File: config.mk
export PLATFORM = sky130hd
export DESIGN_NAME = two_stack_fifo_queue
export DESIGN_NICKNAME = d
export VERILOG_FILES = /design/src/hdl/tsfq_pkg.sv /design/src/hdl/tsfq_ram.sv /design/src/hdl/two_stack_fifo_queue.sv
export VERILOG_INCLUDE_DIRS = /design/src /design/src/hdl
export SDC_FILE = /design/constraint.sdc
export NUM_CORES = 1
export LEC_CHECK = 0
export ABC_CLOCK_PERIOD_IN_PS = 4100
export BUFFER_PORTS_ARGS = -buffer_cell sky130_fd_sc_hd__buf_4
export CAP_MARGIN = 15
export CELL_PAD_IN_SITES_DETAIL_PLACEMENT = 0
export CELL_PAD_IN_SITES_GLOBAL_PLACEMENT = 1
export CORE_ASPECT_RATIO = 1.4
export CORE_MARGIN = 5
export CORE_UTILIZATION = 44
export DETAILED_ROUTE_END_ITERATION = 8
export GPL_ROUTABILITY_DRIVEN = 1
export PLACE_DENSITY_LB_ADDON = 0.1
export SLEW_MARGIN = 20
export SYNTH_ARGS = -nofsm -noshare
export SYNTH_HDL_FRONTEND = slang
export SYNTH_SLANG_ARGS = --single-unit
File: constraint.sdc
create_clock -name clk -period 4.1 [get_ports clk]
set_input_delay 0.82 -clock clk [delete_from_list [all_inputs] [get_ports clk]]
set_output_delay 0.82 -clock clk [all_outputs]
set_load 0.02 [all_outputs]
File: src/hdl/two_stack_fifo_queue_macros.svh
// Assertion macros shared by the two-stack queue RTL.
// Each macro expands to one labeled concurrent assertion with an $error report.
`ifndef TWO_STACK_FIFO_QUEUE_MACROS_SVH
`define TWO_STACK_FIFO_QUEUE_MACROS_SVH

// Same-cycle implication, disabled while reset is asserted.
`define TSFQ_ASSERT_SAME(label, clk, rst_n, ante, cons, msg) \
	label: assert property (@(posedge clk) disable iff (!(rst_n)) (ante) |-> (cons)) \
		else $error(msg);

// Next-cycle implication, disabled while reset is asserted.
`define TSFQ_ASSERT_NEXT(label, clk, rst_n, ante, cons, msg) \
	label: assert property (@(posedge clk) disable iff (!(rst_n)) (ante) |=> (cons)) \
		else $error(msg);

`endif

File: src/hdl/tsfq_pkg.sv
// Package for the two-stack queue: payload structs, codes and sequencer states.
// It has no dependencies; tsfq_ram and two_stack_fifo_queue import it.
package tsfq_pkg;

	typedef logic signed [31:0] word_t;

	localparam logic OP_ENQ = 1'b0;
	localparam logic OP_DEQ = 1'b1;

	localparam logic [1:0] STATUS_OK    = 2'd0;
	localparam logic [1:0] STATUS_EMPTY = 2'd1;
	localparam logic [1:0] STATUS_FULL  = 2'd2;

	localparam word_t MOST_NEG = 32'sh8000_0000;
	localparam word_t WORD_ZERO = 32'sh0000_0000;

	typedef struct packed {
		logic  op;
		word_t value;
	} req_t;

	typedef struct packed {
		word_t      data;
		logic [1:0] status;
	} rsp_t;

	typedef enum logic [2:0] {
		S_IDLE,
		S_XFER,
		S_PUSH,
		S_POP,
		S_POPWAIT,
		S_REPLY
	} state_t;

endpackage

File: src/hdl/tsfq_ram.sv
// Stack storage for the two-stack queue: one write port and one registered read port.
// Depends on tsfq_pkg for the word type.
module tsfq_ram #(
	parameter int DEPTH = 8,
	parameter int AW    = 3
) (
	input  logic                clk,
	input  logic                we,
	input  logic [AW-1:0]       waddr,
	input  tsfq_pkg::word_t     wdata,
	input  logic                re,
	input  logic [AW-1:0]       raddr,
	output tsfq_pkg::word_t     rdata
);
	import tsfq_pkg::*;

	word_t mem_q [DEPTH];
	word_t rdata_q;

	always_ff @(posedge clk) begin
		if (we) begin
			mem_q[waddr] <= wdata;
		end
	end

	always_ff @(posedge clk) begin
		if (re) begin
			rdata_q <= mem_q[raddr];
		end
	end

	assign rdata = rdata_q;

endmodule

File: src/hdl/two_stack_fifo_queue.sv
// Enqueue steps through PUSH and REPLY, dequeue through POP, POPWAIT and REPLY, and a dropped
// enqueue or an empty dequeue goes straight to REPLY. When the item first has to turn the stacks
// over, an XFER state comes first and moves the n stored words, one per cycle, through the
// registered read port of the source stack.
// One item is in work at a time; req_ready is high only while the sequencer is idle.
// Reset clears both word counts, the sequencer and the response valid; stack storage is
// not cleared and is only ever read below the current count.
module two_stack_fifo_queue #(
	parameter int DEPTH = 8
) (
	input  logic           clk,
	input  logic           arst_n,
	input  logic           req_valid,
	output logic           req_ready,
	input  tsfq_pkg::req_t req,
	output logic           rsp_valid,
	input  logic           rsp_ready,
	output tsfq_pkg::rsp_t rsp
);
	import tsfq_pkg::*;

	`include "two_stack_fifo_queue_macros.svh"

	localparam int AW = (DEPTH > 1) ? $clog2(DEPTH) : 1;
	localparam int CW = $clog2(DEPTH + 1);
	localparam logic [CW-1:0] CNT_ONE   = CW'(1);
	localparam logic [CW-1:0] CNT_ZERO  = CW'(0);
	localparam logic [CW:0]   DEPTH_EXT = (CW + 1)'(DEPTH);

	state_t state_q, state_d;

	logic          op_q;
	word_t         val_q;
	logic          pend_q, pend_d;
	logic [CW-1:0] in_cnt_q, in_cnt_d;
	logic [CW-1:0] out_cnt_q, out_cnt_d;
	word_t         res_data_q;
	logic [1:0]    res_status_q;
	logic          rsp_valid_q;
	rsp_t          rsp_q;

	logic          accept;
	logic [CW:0]   total;
	logic          full;
	logic          empty;
	logic          rsp_load;
	logic [CW-1:0] src_cnt;
	logic [CW-1:0] in_top, out_top;

	logic          in_we, in_re, out_we, out_re;
	logic [AW-1:0] in_waddr, in_raddr, out_waddr, out_raddr;
	word_t         in_wdata, out_wdata, in_rdata, out_rdata;

	tsfq_ram #(.DEPTH(DEPTH), .AW(AW)) u_in_stack (
		.clk   (clk),
		.we    (in_we),
		.waddr (in_waddr),
		.wdata (in_wdata),
		.re    (in_re),
		.raddr (in_raddr),
		.rdata (in_rdata)
	);

	tsfq_ram #(.DEPTH(DEPTH), .AW(AW)) u_out_stack (
		.clk   (clk),
		.we    (out_we),
		.waddr (out_waddr),
		.wdata (out_wdata),
		.re    (out_re),
		.raddr (out_raddr),
		.rdata (out_rdata)
	);

	assign req_ready = (state_q == S_IDLE);
	assign accept    = req_valid && req_ready;
	assign total     = {1'b0, in_cnt_q} + {1'b0, out_cnt_q};
	assign full      = (total >= DEPTH_EXT);
	assign empty     = (in_cnt_q == CNT_ZERO) && (out_cnt_q == CNT_ZERO);
	assign rsp_load  = (state_q == S_REPLY) && (!rsp_valid_q || rsp_ready);
	// A dequeue moves words from the enqueue stack, an enqueue moves them back.
	assign src_cnt   = (op_q == OP_DEQ) ? in_cnt_q : out_cnt_q;
	assign in_top    = in_cnt_q - CNT_ONE;
	assign out_top   = out_cnt_q - CNT_ONE;

	// Next state.
	always_comb begin
		state_d = state_q;
		unique case (state_q)
			S_IDLE: begin
				if (accept) begin
					if (req.op == OP_ENQ) begin
						if (full) begin
							state_d = S_REPLY;
						end else if (in_cnt_q == CNT_ZERO && out_cnt_q != CNT_ZERO) begin
							state_d = S_XFER;
						end else begin
							state_d = S_PUSH;
						end
					end else begin
						if (empty) begin
							state_d = S_REPLY;
						end else if (out_cnt_q == CNT_ZERO) begin
							state_d = S_XFER;
						end else begin
							state_d = S_POP;
						end
					end
				end
			end
			S_XFER: begin
				if (src_cnt == CNT_ZERO) begin
					state_d = (op_q == OP_DEQ) ? S_POP : S_PUSH;
				end
			end
			S_PUSH:    state_d = S_REPLY;
			S_POP:     state_d = S_POPWAIT;
			S_POPWAIT: state_d = S_REPLY;
			S_REPLY: begin
				if (rsp_load) begin
					state_d = S_IDLE;
				end
			end
			default:   state_d = S_IDLE;
		endcase
	end

	// Datapath controls: stack ports and count updates.
	always_comb begin
		in_we     = 1'b0;
		in_re     = 1'b0;
		out_we    = 1'b0;
		out_re    = 1'b0;
		in_waddr  = in_cnt_q[AW-1:0];
		out_waddr = out_cnt_q[AW-1:0];
		in_raddr  = in_top[AW-1:0];
		out_raddr = out_top[AW-1:0];
		in_wdata  = out_rdata;
		out_wdata = in_rdata;
		in_cnt_d  = in_cnt_q;
		out_cnt_d = out_cnt_q;
		pend_d    = 1'b0;
		unique case (state_q)
			S_XFER: begin
				// Read the source top this cycle, write the word read last cycle.
				if (op_q == OP_DEQ) begin
					if (in_cnt_q != CNT_ZERO) begin
						in_re    = 1'b1;
						in_cnt_d = in_cnt_q - CNT_ONE;
						pend_d   = 1'b1;
					end
					if (pend_q) begin
						out_we    = 1'b1;
						out_cnt_d = out_cnt_q + CNT_ONE;
					end
				end else begin
					if (out_cnt_q != CNT_ZERO) begin
						out_re    = 1'b1;
						out_cnt_d = out_cnt_q - CNT_ONE;
						pend_d    = 1'b1;
					end
					if (pend_q) begin
						in_we    = 1'b1;
						in_cnt_d = in_cnt_q + CNT_ONE;
					end
				end
			end
			S_PUSH: begin
				in_we    = 1'b1;
				in_wdata = val_q;
				in_cnt_d = in_cnt_q + CNT_ONE;
			end
			S_POP: begin
				out_re    = 1'b1;
				out_cnt_d = out_cnt_q - CNT_ONE;
			end
			default: begin
			end
		endcase
	end

	always_ff @(posedge clk or negedge arst_n) begin
		if (!arst_n) begin
			state_q     <= S_IDLE;
			pend_q      <= 1'b0;
			in_cnt_q    <= CNT_ZERO;
			out_cnt_q   <= CNT_ZERO;
			rsp_valid_q <= 1'b0;
		end else begin
			state_q   <= state_d;
			pend_q    <= pend_d;
			in_cnt_q  <= in_cnt_d;
			out_cnt_q <= out_cnt_d;
			if (rsp_load) begin
				rsp_valid_q <= 1'b1;
			end else if (rsp_ready) begin
				rsp_valid_q <= 1'b0;
			end
		end
	end

	always_ff @(posedge clk) begin
		if (accept) begin
			op_q  <= req.op;
			val_q <= req.value;
			if (req.op == OP_ENQ) begin
				res_data_q   <= WORD_ZERO;
				res_status_q <= full ? STATUS_FULL : STATUS_OK;
			end else begin
				res_data_q   <= empty ? MOST_NEG : WORD_ZERO;
				res_status_q <= empty ? STATUS_EMPTY : STATUS_OK;
			end
		end else if (state_q == S_POPWAIT) begin
			res_data_q <= out_rdata;
		end
		if (rsp_load) begin
			rsp_q.data   <= res_data_q;
			rsp_q.status <= res_status_q;
		end
	end

	assign rsp_valid = rsp_valid_q;
	assign rsp       = rsp_q;

	`TSFQ_ASSERT_SAME(a_total_bound, clk, arst_n, 1'b1, total <= DEPTH_EXT, "queue holds more than DEPTH words")
	`TSFQ_ASSERT_SAME(a_one_stack_idle, clk, arst_n, state_q == S_IDLE, in_cnt_q == CNT_ZERO || out_cnt_q == CNT_ZERO, "both stacks hold words while idle")
	`TSFQ_ASSERT_SAME(a_pop_nonempty, clk, arst_n, state_q == S_POP, out_cnt_q != CNT_ZERO, "pop issued on an empty dequeue stack")
	`TSFQ_ASSERT_SAME(a_push_room, clk, arst_n, state_q == S_PUSH, !full && out_cnt_q == CNT_ZERO, "push issued without room or before the turnover finished")
	`TSFQ_ASSERT_SAME(a_empty_data, clk, arst_n, rsp_valid_q && rsp_q.status == STATUS_EMPTY, rsp_q.data == MOST_NEG, "empty dequeue response carries wrong data")

endmodule
==> results of run 1 <==
==> through the flow <==
step,power (mW),setup WS [ns],cells
final,23.8,1.27,2054
after global routing,25.0,1.08,2052
after CTS,24.3,1.25,2052
after detailed placement,18.1,1.23,1936
after global placement,18.0,1.30,1936
after floorplan,15.8,0.308,1128
==> metal layers <==
layer | vias to the layer above | wire length [µm] | global-route usage [%]
li1 | 4905 | - | -
met1 | 6042 | 23100 | 22.9
met2 | 192 | 26900 | 27.7
met3 | 74 | 1990 | 2.39
met4 | 0 | 1180 | 5.17
met5 | - | 0 | 0
==> cells in the final DEF, fill, tap and decap left out, types with 3 or more instances in the layout <==
cell type | Yosys | routed
mux4_1 | 12 | 12
a21oi_1 | 7 | 7
ha_1 | 8 | 6
buf_12 | 5 | 8
nand3_1 | 3 | 3
clkbuf_1 | 8 | 17
nor3_2 | 0 | 5
nor2_4 | 0 | 13
nor2_1 | 24 | 11
clkinv_1 | 0 | 8
inv_1 | 6 | 6
nand2b_1 | 8 | 8
edfxtp_1 | 677 | 677
o21ai_0 | 4 | 4
o21ai_1 | 4 | 4
nand4_1 | 3 | 3
xnor2_1 | 5 | 5
buf_4 | 6 | 94
clkbuf_16 | 0 | 71
bufinv_16 | 0 | 6
mux4_2 | 116 | 116
nor2b_1 | 34 | 34
mux2_4 | 43 | 43
dfrtp_1 | 13 | 11
mux2_2 | 56 | 56
clkinv_2 | 0 | 8
nand2_1 | 17 | 17
==> worst reg2reg max path, cell delays in order (launching register included) <==
cell and delay, ns:
dfrtp_1 0.57, nand2b_1 0.30, nor2_1 0.30, nand4_1 0.42, nor2_4 0.39, buf_4 0.47
==> registers in the layout, indices dropped and copies added, names as in the netlist, 2 cells and up <==
signal	cells
out_cnt_q	4
val_q	32
res_data_q	32
state_q	3
u_out_stack.mem_q	256
in_cnt_q	4
u_in_stack.mem_q	256
u_in_stack.rdata	32
u_out_stack.rdata	32
rsp	34
res_status_q	2
==> report_power, final <==
group | internal (mW) | switching [mW] | total [mW]
Clock | 3.57 | 2.50 | 6.08
Sequential | 9.93 | 0.990 | 10.9
Combinational | 3.38 | 3.45 | 6.83
Total | 16.9 | 6.95 | 23.8
==> synthesized netlist by cell type (all sizes together) (8+ instances only) <==
master / n / area share [%]
dfrtp: 13 / 1.2
nand2b: 8 / 0.19
nor2b: 35 / 0.84
ha: 8 / 0.38
nor2: 24 / 0.34
nand2: 17 / 0.24
a21oi: 8 / 0.17
buf: 39 / 1.2
clkbuf: 11 / 0.20
edfxtp: 677 / 77
mux4: 128 / 11
o21ai: 8 / 0.15
mux2: 99 / 4.9
==> final cells by class <==
type,instances,area [µm²],share of cell area (%)
repair buffers,102,866,2.89
diodes,2,5.00,0.0167
well taps,756,946,3.15
flip-flops and latches,690,20700,68.9
inverters,7,26.3,0.0876
clock inverters,26,283,0.942
clock buffers,90,1870,6.22
multi-input cells,381,5350,17.8
==> worst max path at each step <==
stage / start / end / slack [ns] / cells after the start
2_1_floorplan: state_q[1] / u_in_stack.mem_q[1][0] / 0.31 / 6
3_3_place_gp: state_q[2] / u_out_stack.mem_q[2][8] / 1.30 / 5
3_5_place_dp: state_q[2] / u_out_stack.mem_q[2][8] / 1.23 / 5
4_1_cts: state_q[2] / u_out_stack.mem_q[2][15] / 1.25 / 5
5_1_grt: state_q[2] / u_out_stack.mem_q[2][15] / 1.08 / 5
6_report: state_q[2] / u_out_stack.mem_q[2][15] / 1.27 / 5
==> logic make-up after synthesis <==
group	after synthesis	share of synthesized area [%]
XOR/XNOR	9	0.329
adder cells (fa/ha/maj)	9	0.458
AND/OR/NAND/NOR	111	2.33
flip-flops	690	78.7
buffers and inverters	57	1.48
AO/OA/AOI/OAI	24	0.601
multiplexers	228	16.1
==> flow_metrics.tcl, run 1 <==
set metrics [dict create \
    drive_gt1_share_pct 34.0 \
    finalSetupViolCount 0 \
    via_per_inst 5.46 \
    die_w_um 216 \
    row_count 106 \
    r2r_end "u_out_stack.mem_q[2][15]" \
    cts_buffers 67 \
    synth_cells 1128 \
    clk_pin_slew_ns 0.06 \
    area_growth_pct 14.4 \
    crit_chain "nand2b_1 > nor2_1 > nand4_1 > nor2_4 > buf_4" \
    whs_ns 0.0884 \
    first_pass_iters 5 \
    period_minus_slack_ns 2.83 \
    slew_headroom_pct 29.0 \
    remaining_drc_errors 0 \
    drv_cap 0 \
    nets 1295 \
    vias 11200 \
    syn-num-nets 1174 \
    yosys_warnings 0 \
    skew_ns 0.0210 \
    holdCritPathClass "input pin to async pin" \
    min_period_over_period_pct 69.1 \
    setup_tns_ns 0 \
    post_cts_buffers 0 \
    io_pins 73 \
    critPathKind "flip-flop to flip-flop" \
    root_buffer "clkbuf_16" \
    end_kind "flip-flop" \
    tightest_slew_ns 1.06 \
    cts_hold_buf 0 \
    ir_drop_mv 0.617 \
    die_area_um2 64700 \
    max_clock_freq_mhz 353 \
    cp_top_family "simple AND/OR/NAND/NOR gates" \
    start_util_pct 44.2 \
    cp_num_buf_inv 1 \
    post-route-util_pct 50.5 \
    synth_edf_count 677 \
    cpMaxStageDelayCell "dfrtp_1" \
    worstPathArrival_ns 3.06 \
    worst_r2r_path_depth 5 \
    clkSinkCount 690 \
    critical_path_required_ns 4.32 \
    drtAntennaViolNets 0 \
    grt_max_degree 66 \
    rrSetupSlack_ns 1.27 \
    design_area_um2 30000 \
    num-fill-cells 4744 \
    synth_seq_cells 690 \
    finalHoldViolations 0 \
    power_density_nw_per_um2 794 \
    post_dp_cell_area_um2 27900 \
    r2r_start "state_q[2]" \
    antenna_found_initial 2 \
    leakagePower_nw 9.72 \
    grt_usage_pct 16.6 \
    fp.coreArea_um2 59400 \
    worstSetupStartpointType "flip-flop" \
    hpwl_um 30700 \
    die_h_um 299 \
    gp_congestion 0.734 \
    drtIter0Drc 755 \
    status "completed" \
    grt_pass1_wl_um 78800 \
    cts_resized 0 \
    ys.flop_type "edfxtp_1" \
    ys_seq_area_share_pct 78.7 \
    cts_max_path_buffers 3 \
    slew_viol_final 0 \
    ys_types 52 \
    portBuffers 72 \
    syn_avg_cell_area_um2 23.3 \
    htree_levels 3 \
    clk_latency_ns 0.59 \
    critPathMaxFanout 25 \
    wl_per_cell_um 25.9 \
    rsz0062_at_grt "false" \
    grt.overflow.total 0 \
    synth_area_um2 26200 \
    cts_tree "built" \
    grt_pass1_vias 11700 \
    async_reset_ff_share_pct 1.88 \
    wl_um 53200 \
    critPathMaxStageDelay_ns 0.57 \
]
Note: power is estimated with default switching activity, not from simulation.
==> run 2: changes to the inputs <==
--- a/config.mk
+++ b/config.mk
@@ -6,7 +6,7 @@
 export SDC_FILE = /design/constraint.sdc
 export NUM_CORES = 1
 export LEC_CHECK = 0
-export ABC_CLOCK_PERIOD_IN_PS = 4100
+export ABC_CLOCK_PERIOD_IN_PS = 2800
 export BUFFER_PORTS_ARGS = -buffer_cell sky130_fd_sc_hd__buf_4
 export CAP_MARGIN = 15
 export CELL_PAD_IN_SITES_DETAIL_PLACEMENT = 0
==> constraint.sdc (replaced) <==
create_clock -name clk -period 2.8 [get_ports clk]
set_input_delay 0.56 -clock clk [delete_from_list [all_inputs] [get_ports clk]]
set_output_delay 0.56 -clock clk [all_outputs]
set_load 0.02 [all_outputs]
==> run 2 against run 1 <==
- clock power rose by 45%
- critical path depth rose by 1
- sequential cell count did not move
- via count rose by 1.0%
- global-route usage rose by 0.40 points
- setup slack got worse by 0.96 ns
- clock skew fell by 0.011 ns
- highest routed layer unchanged
- maximum frequency rose by 14%
- largest power group unchanged
- hold slack improved by 0.059 ns
- largest cell class unchanged
==> flow_metrics.tcl, run 2 (synthesis gave the netlist of run 1 again) <==
set metrics [dict create \
    status "completed" \
    rrSetupSlack_ns 0.31 \
    critical_path_required_ns 3.09 \
    cts_resized 0 \
    drv_cap 0 \
    grt_pass1_vias 12200 \
    post_cts_buffers 0 \
    r2r_end "u_in_stack.mem_q[7][11]" \
    power_density_nw_per_um2 1160 \
    drtAntennaViolNets 0 \
    hold_start "req[5]" \
    first_pass_iters 5 \
    drive_gt1_share_pct 35.2 \
    worstSetupStartpointType "flip-flop" \
    critPathKind "flip-flop to flip-flop" \
    ir_drop_mv 0.641 \
    slew_viol_final 0 \
    finalSetupViolCount 0 \
    post-route-util_pct 51.3 \
    die_w_um 216 \
    leakagePower_nw 9.91 \
    grt.overflow.total 0 \
    clk_latency_ns 0.58 \
    portBuffers 72 \
    grt_usage_pct 17.0 \
    grt_max_degree 71 \
    min_period_over_period_pct 88.9 \
    cts_buffers 66 \
    whs_ns 0.147 \
    holdCritPathClass "input pin to flip-flop" \
    wl_um 54100 \
    root_buffer "clkbuf_16" \
    antenna_cells 0 \
    period_minus_slack_ns 2.49 \
    finalHoldViolations 0 \
    grt_pass1_wl_um 80500 \
    skew_ns 0.00962 \
    clkSinkCount 690 \
    via_per_inst 5.45 \
    vias 11300 \
    fp.coreArea_um2 59400 \
    antenna_found_initial 10 \
    worst_r2r_path_depth 6 \
    worstPathArrival_ns 2.78 \
    cts_hold_buf 1 \
    htree_levels 3 \
    io_pins 73 \
    wl_per_cell_um 26.0 \
    start_util_pct 44.2 \
    die_area_um2 64700 \
    max_clock_freq_mhz 402 \
    hold_end "val_q[5]" \
    remaining_drc_errors 0 \
    clk_pin_slew_ns 0.06 \
    r2r_start "state_q[0]" \
    tightest_slew_ns 0.973 \
    nets 1321 \
    drtIter0Drc 715 \
    gp_congestion 0.772 \
    rsz0062_at_grt "false" \
    hold_depth 1 \
    die_h_um 299 \
    critPathMaxFanout 17 \
    cts_tree "built" \
    hpwl_um 32500 \
    slew_headroom_pct 35.0 \
    area_growth_pct 16.1 \
    cts_max_path_buffers 3 \
    end_kind "flip-flop" \
    row_count 106 \
    final_common_cell "edfxtp_1" \
    final_cell_mix "677 x edfxtp_1, 116 x mux4_2, 100 x buf_4" \
]
==> run 2: cell types whose count changed in the layout (fill, tap and decap cells not counted), sizes merged <==
cell,delta
diode,-2
buf,+26
clkinv,+7
clkinvlp,+1
bufinv,+1
clkbuf,-8
dlygate4sd3,+1
==> run 2: how the worst max path moves through the flow <==
stage	startpoint	endpoint	slack [ns]	cells after the start
2_1_floorplan	state_q[1]	u_in_stack.mem_q[7][0]	-0.17	6
3_3_place_gp	state_q[0]	u_in_stack.mem_q[7][16]	0.34	6
3_5_place_dp	state_q[0]	u_in_stack.mem_q[7][16]	0.32	6
4_1_cts	state_q[0]	u_in_stack.mem_q[7][11]	0.30	6
5_1_grt	state_q[0]	u_in_stack.mem_q[7][18]	0.13	6
6_report	state_q[0]	u_in_stack.mem_q[7][11]	0.31	6
==> run 2: layout make-up <==
type                       count  area, µm²
clock buffer                  82       1780
clock inverter                35        348
fill                        4734      29000
inverter                       7       26.3
multi-input combinational    381       5380
sequential                   690      20700
tap                          756        946
timing repair buffer         129       1320
==> run 2: metal layers <==
metal	routed length (µm)	vias up	share of wire [%]	global-route usage [%]
met5	0	-	0	0
met4	1040	0	1.9	4.95
met3	2360	63	4.4	2.50
met2	27400	258	51	28.4
met1	23300	6046	43	23.5
li1	-	4961	-	-
==> run 2: through the flow <==
stage | TNS, ns | setup WS [ns] | area (µm²) | std cells | total power, mW
2_1_floorplan | -34.34 | -0.169 | 26300 | 1128 | 23.1
3_3_place_gp | 0 | 0.337 | 28300 | 1962 | 26.8
3_5_place_dp | 0 | 0.323 | 28300 | 1962 | 27.0
4_1_cts | 0 | 0.302 | 30500 | 2080 | 35.9
5_1_grt | 0 | 0.132 | 30500 | 2080 | 37.0
6_report | 0 | 0.310 | 30500 | 2080 | 35.3
==> run 2: worst max-delay path: stages (launching register included) <==
cell and delay [ns]:
dfrtp_1 0.61, nor2b_2 0.33, nand3b_1 0.10, a21oi_1 0.24, nand2_1 0.28, nor2_4 0.37
buf_12 0.22
==> run 2: power breakdown <==
part / switching, mW / internal (mW)
Combinational: 5.30 / 5.32
Sequential: 1.30 / 14.5
Clock: 3.66 / 5.15
Total: 10.3 / 25.0
==> run 3: changes to the inputs <==
--- a/config.mk
+++ b/config.mk
@@ -6,7 +6,7 @@
 export SDC_FILE = /design/constraint.sdc
 export NUM_CORES = 1
 export LEC_CHECK = 0
-export ABC_CLOCK_PERIOD_IN_PS = 2800
+export ABC_CLOCK_PERIOD_IN_PS = 2350
 export BUFFER_PORTS_ARGS = -buffer_cell sky130_fd_sc_hd__buf_4
 export CAP_MARGIN = 15
 export CELL_PAD_IN_SITES_DETAIL_PLACEMENT = 0
==> constraint.sdc (replaced) <==
create_clock -name clk -period 2.35 [get_ports clk]
set_input_delay 0.47 -clock clk [delete_from_list [all_inputs] [get_ports clk]]
set_output_delay 0.47 -clock clk [all_outputs]
set_load 0.02 [all_outputs]
==> run 3 against run 2 <==
- critical path depth decreased by 3
- maximum frequency increased by 15%
- cell count increased by 0.24%
- non-clock buffer count increased by 8
- largest power group unchanged
==> flow_metrics.tcl, run 3 (synthesis gave the netlist of run 1 again) <==
set metrics [dict create \
    status "completed" \
    die_area_um2 64700 \
    gp_congestion 0.738 \
    via_per_inst 5.39 \
    hold_depth 1 \
    hpwl_um 32200 \
    skew_ns 0.0145 \
    ir_drop_mv 0.880 \
    max_clock_freq_mhz 464 \
    worst_r2r_path_depth 3 \
    drv_cap 0 \
    r2r_end "u_out_stack.rdata[17]" \
    crit_start "out_cnt_q[0]" \
    start_util_pct 44.2 \
    cts_hold_buf 1 \
    power_mw 42.1 \
    clk_pin_slew_ns 0.06 \
    area_growth_pct 16.5 \
    remaining_drc_errors 0 \
    htree_levels 3 \
    holdCritPathClass "input pin to flip-flop" \
    fin_ws_ns 0.194 \
    r2r_start "out_cnt_q[0]" \
    vias 11200 \
    rrSetupSlack_ns 0.19 \
    portBuffers 72 \
    antenna_cells 0 \
    root_buffer "clkbuf_16" \
    final_cell_mix "677 x edfxtp_1, 116 x mux4_2, 104 x buf_4" \
    post_cts_buffers 0 \
    grt_usage_pct 16.8 \
    slew_headroom_pct 58.3 \
    antenna_found_initial 5 \
    worstSetupStartpointType "flip-flop" \
    multiInputGateArea_um2 5410 \
    slew_viol_final 0 \
    leakagePower_nw 9.95 \
    critical_path_required_ns 2.69 \
    num-fill-cells 4702 \
    cts_tree "built" \
    whs_ns 0.0598 \
    grt_pass1_wl_um 79900 \
    drive_gt1_share_pct 35.8 \
    die_h_um 299 \
    grt.overflow.total 0 \
    clkSinkCount 690 \
    final_common_cell "edfxtp_1" \
    dp_slack_ns 0.192 \
    worstPathArrival_ns 2.49 \
    period_minus_slack_ns 2.16 \
    min_period_over_period_pct 91.8 \
    critPathCapture "u_out_stack.rdata[17]" \
    rsz0062_at_grt "false" \
    grt_max_degree 67 \
    post_dp_cell_area_um2 28500 \
    power_density_nw_per_um2 1380 \
    clk_latency_ns 0.58 \
    critPathKind "flip-flop to flip-flop" \
    cts_resized 0 \
    grt_pass1_vias 12000 \
    first_pass_iters 5 \
    fp.coreArea_um2 59400 \
    tightest_slew_ns 0.626 \
    row_count 106 \
    drtIter0Drc 732 \
    end_kind "flip-flop" \
    cts_buffers 68 \
    critPathMaxFanout 66 \
    design_area_um2 30600 \
    cts_max_path_buffers 3 \
    drtAntennaViolNets 0 \
    io_pins 73 \
    wl_per_cell_um 25.7 \
    finalHoldViolations 0 \
    regArea_um2 20700 \
    finalSetupViolCount 0 \
    nets 1331 \
    die_w_um 216 \
    wl_um 53700 \
]
-- run 3: cell types whose count changed in the layout (fill, tap and decap cells not counted), sizes merged --
cell,delta
inv,-1
clkinv,-6
buf,+8
bufinv,-2
clkbuf,+6
-- run 3: worst min path at each step --
stage	startpoint	to
floorplan	arst_n	in_cnt_q[0]
global placement	arst_n	rsp_valid
detailed placement	arst_n	rsp_valid
CTS	req[2]	val_q[2]
global route	req[19]	val_q[19]
finish	req[5]	val_q[5]
-- run 3: final cells by class --
| class | instances | area share, % |
|---|---|---|
| flip-flops and latches | 690 | 67.6 |
| multi-input cells | 381 | 17.7 |
| clock buffers | 88 | 6.02 |
| repair buffers | 137 | 4.68 |
| well taps | 756 | 3.09 |
| clock inverters | 26 | 0.831 |
| inverters | 7 | 0.0860 |
-- run 3: power by group --
part / switching [mW] / internal (mW) / leakage (nW) / total, mW
sequential: 1.41 / 17.3 / 6.29 / 18.7
combinational: 6.52 / 6.47 / 2.65 / 13.0
clock: 4.33 / 6.05 / 1.01 / 10.4
total: 12.3 / 29.8 / 9.95 / 42.1
-- run 3: critical path, cell delays in order, from the launching register on --
cell     delay [ns]
dfrtp_4        0.46
buf_12         0.40
mux4_1         0.63
mux2_4         0.28
-- run 3: metrics by stage --
stage               util, %  setup TNS (ns)  instances
finish                 51.4               0       2085
detailed placement     47.9               0       1970
CTS                    51.4               0       2085
global placement       47.9               0       1970
global route           51.4               0       2085
floorplan                 -          -45.58       1128
-- run 3: metal layers --
layer,vias up,wire length (µm),track usage (%),share of wire (%)
met5,-,0,0,0
met4,0,1060,4.86,2.0
met3,69,2040,2.22,3.8
met2,208,27000,28.2,50
met1,5989,23600,23.6,44
li1,4971,-,-,-
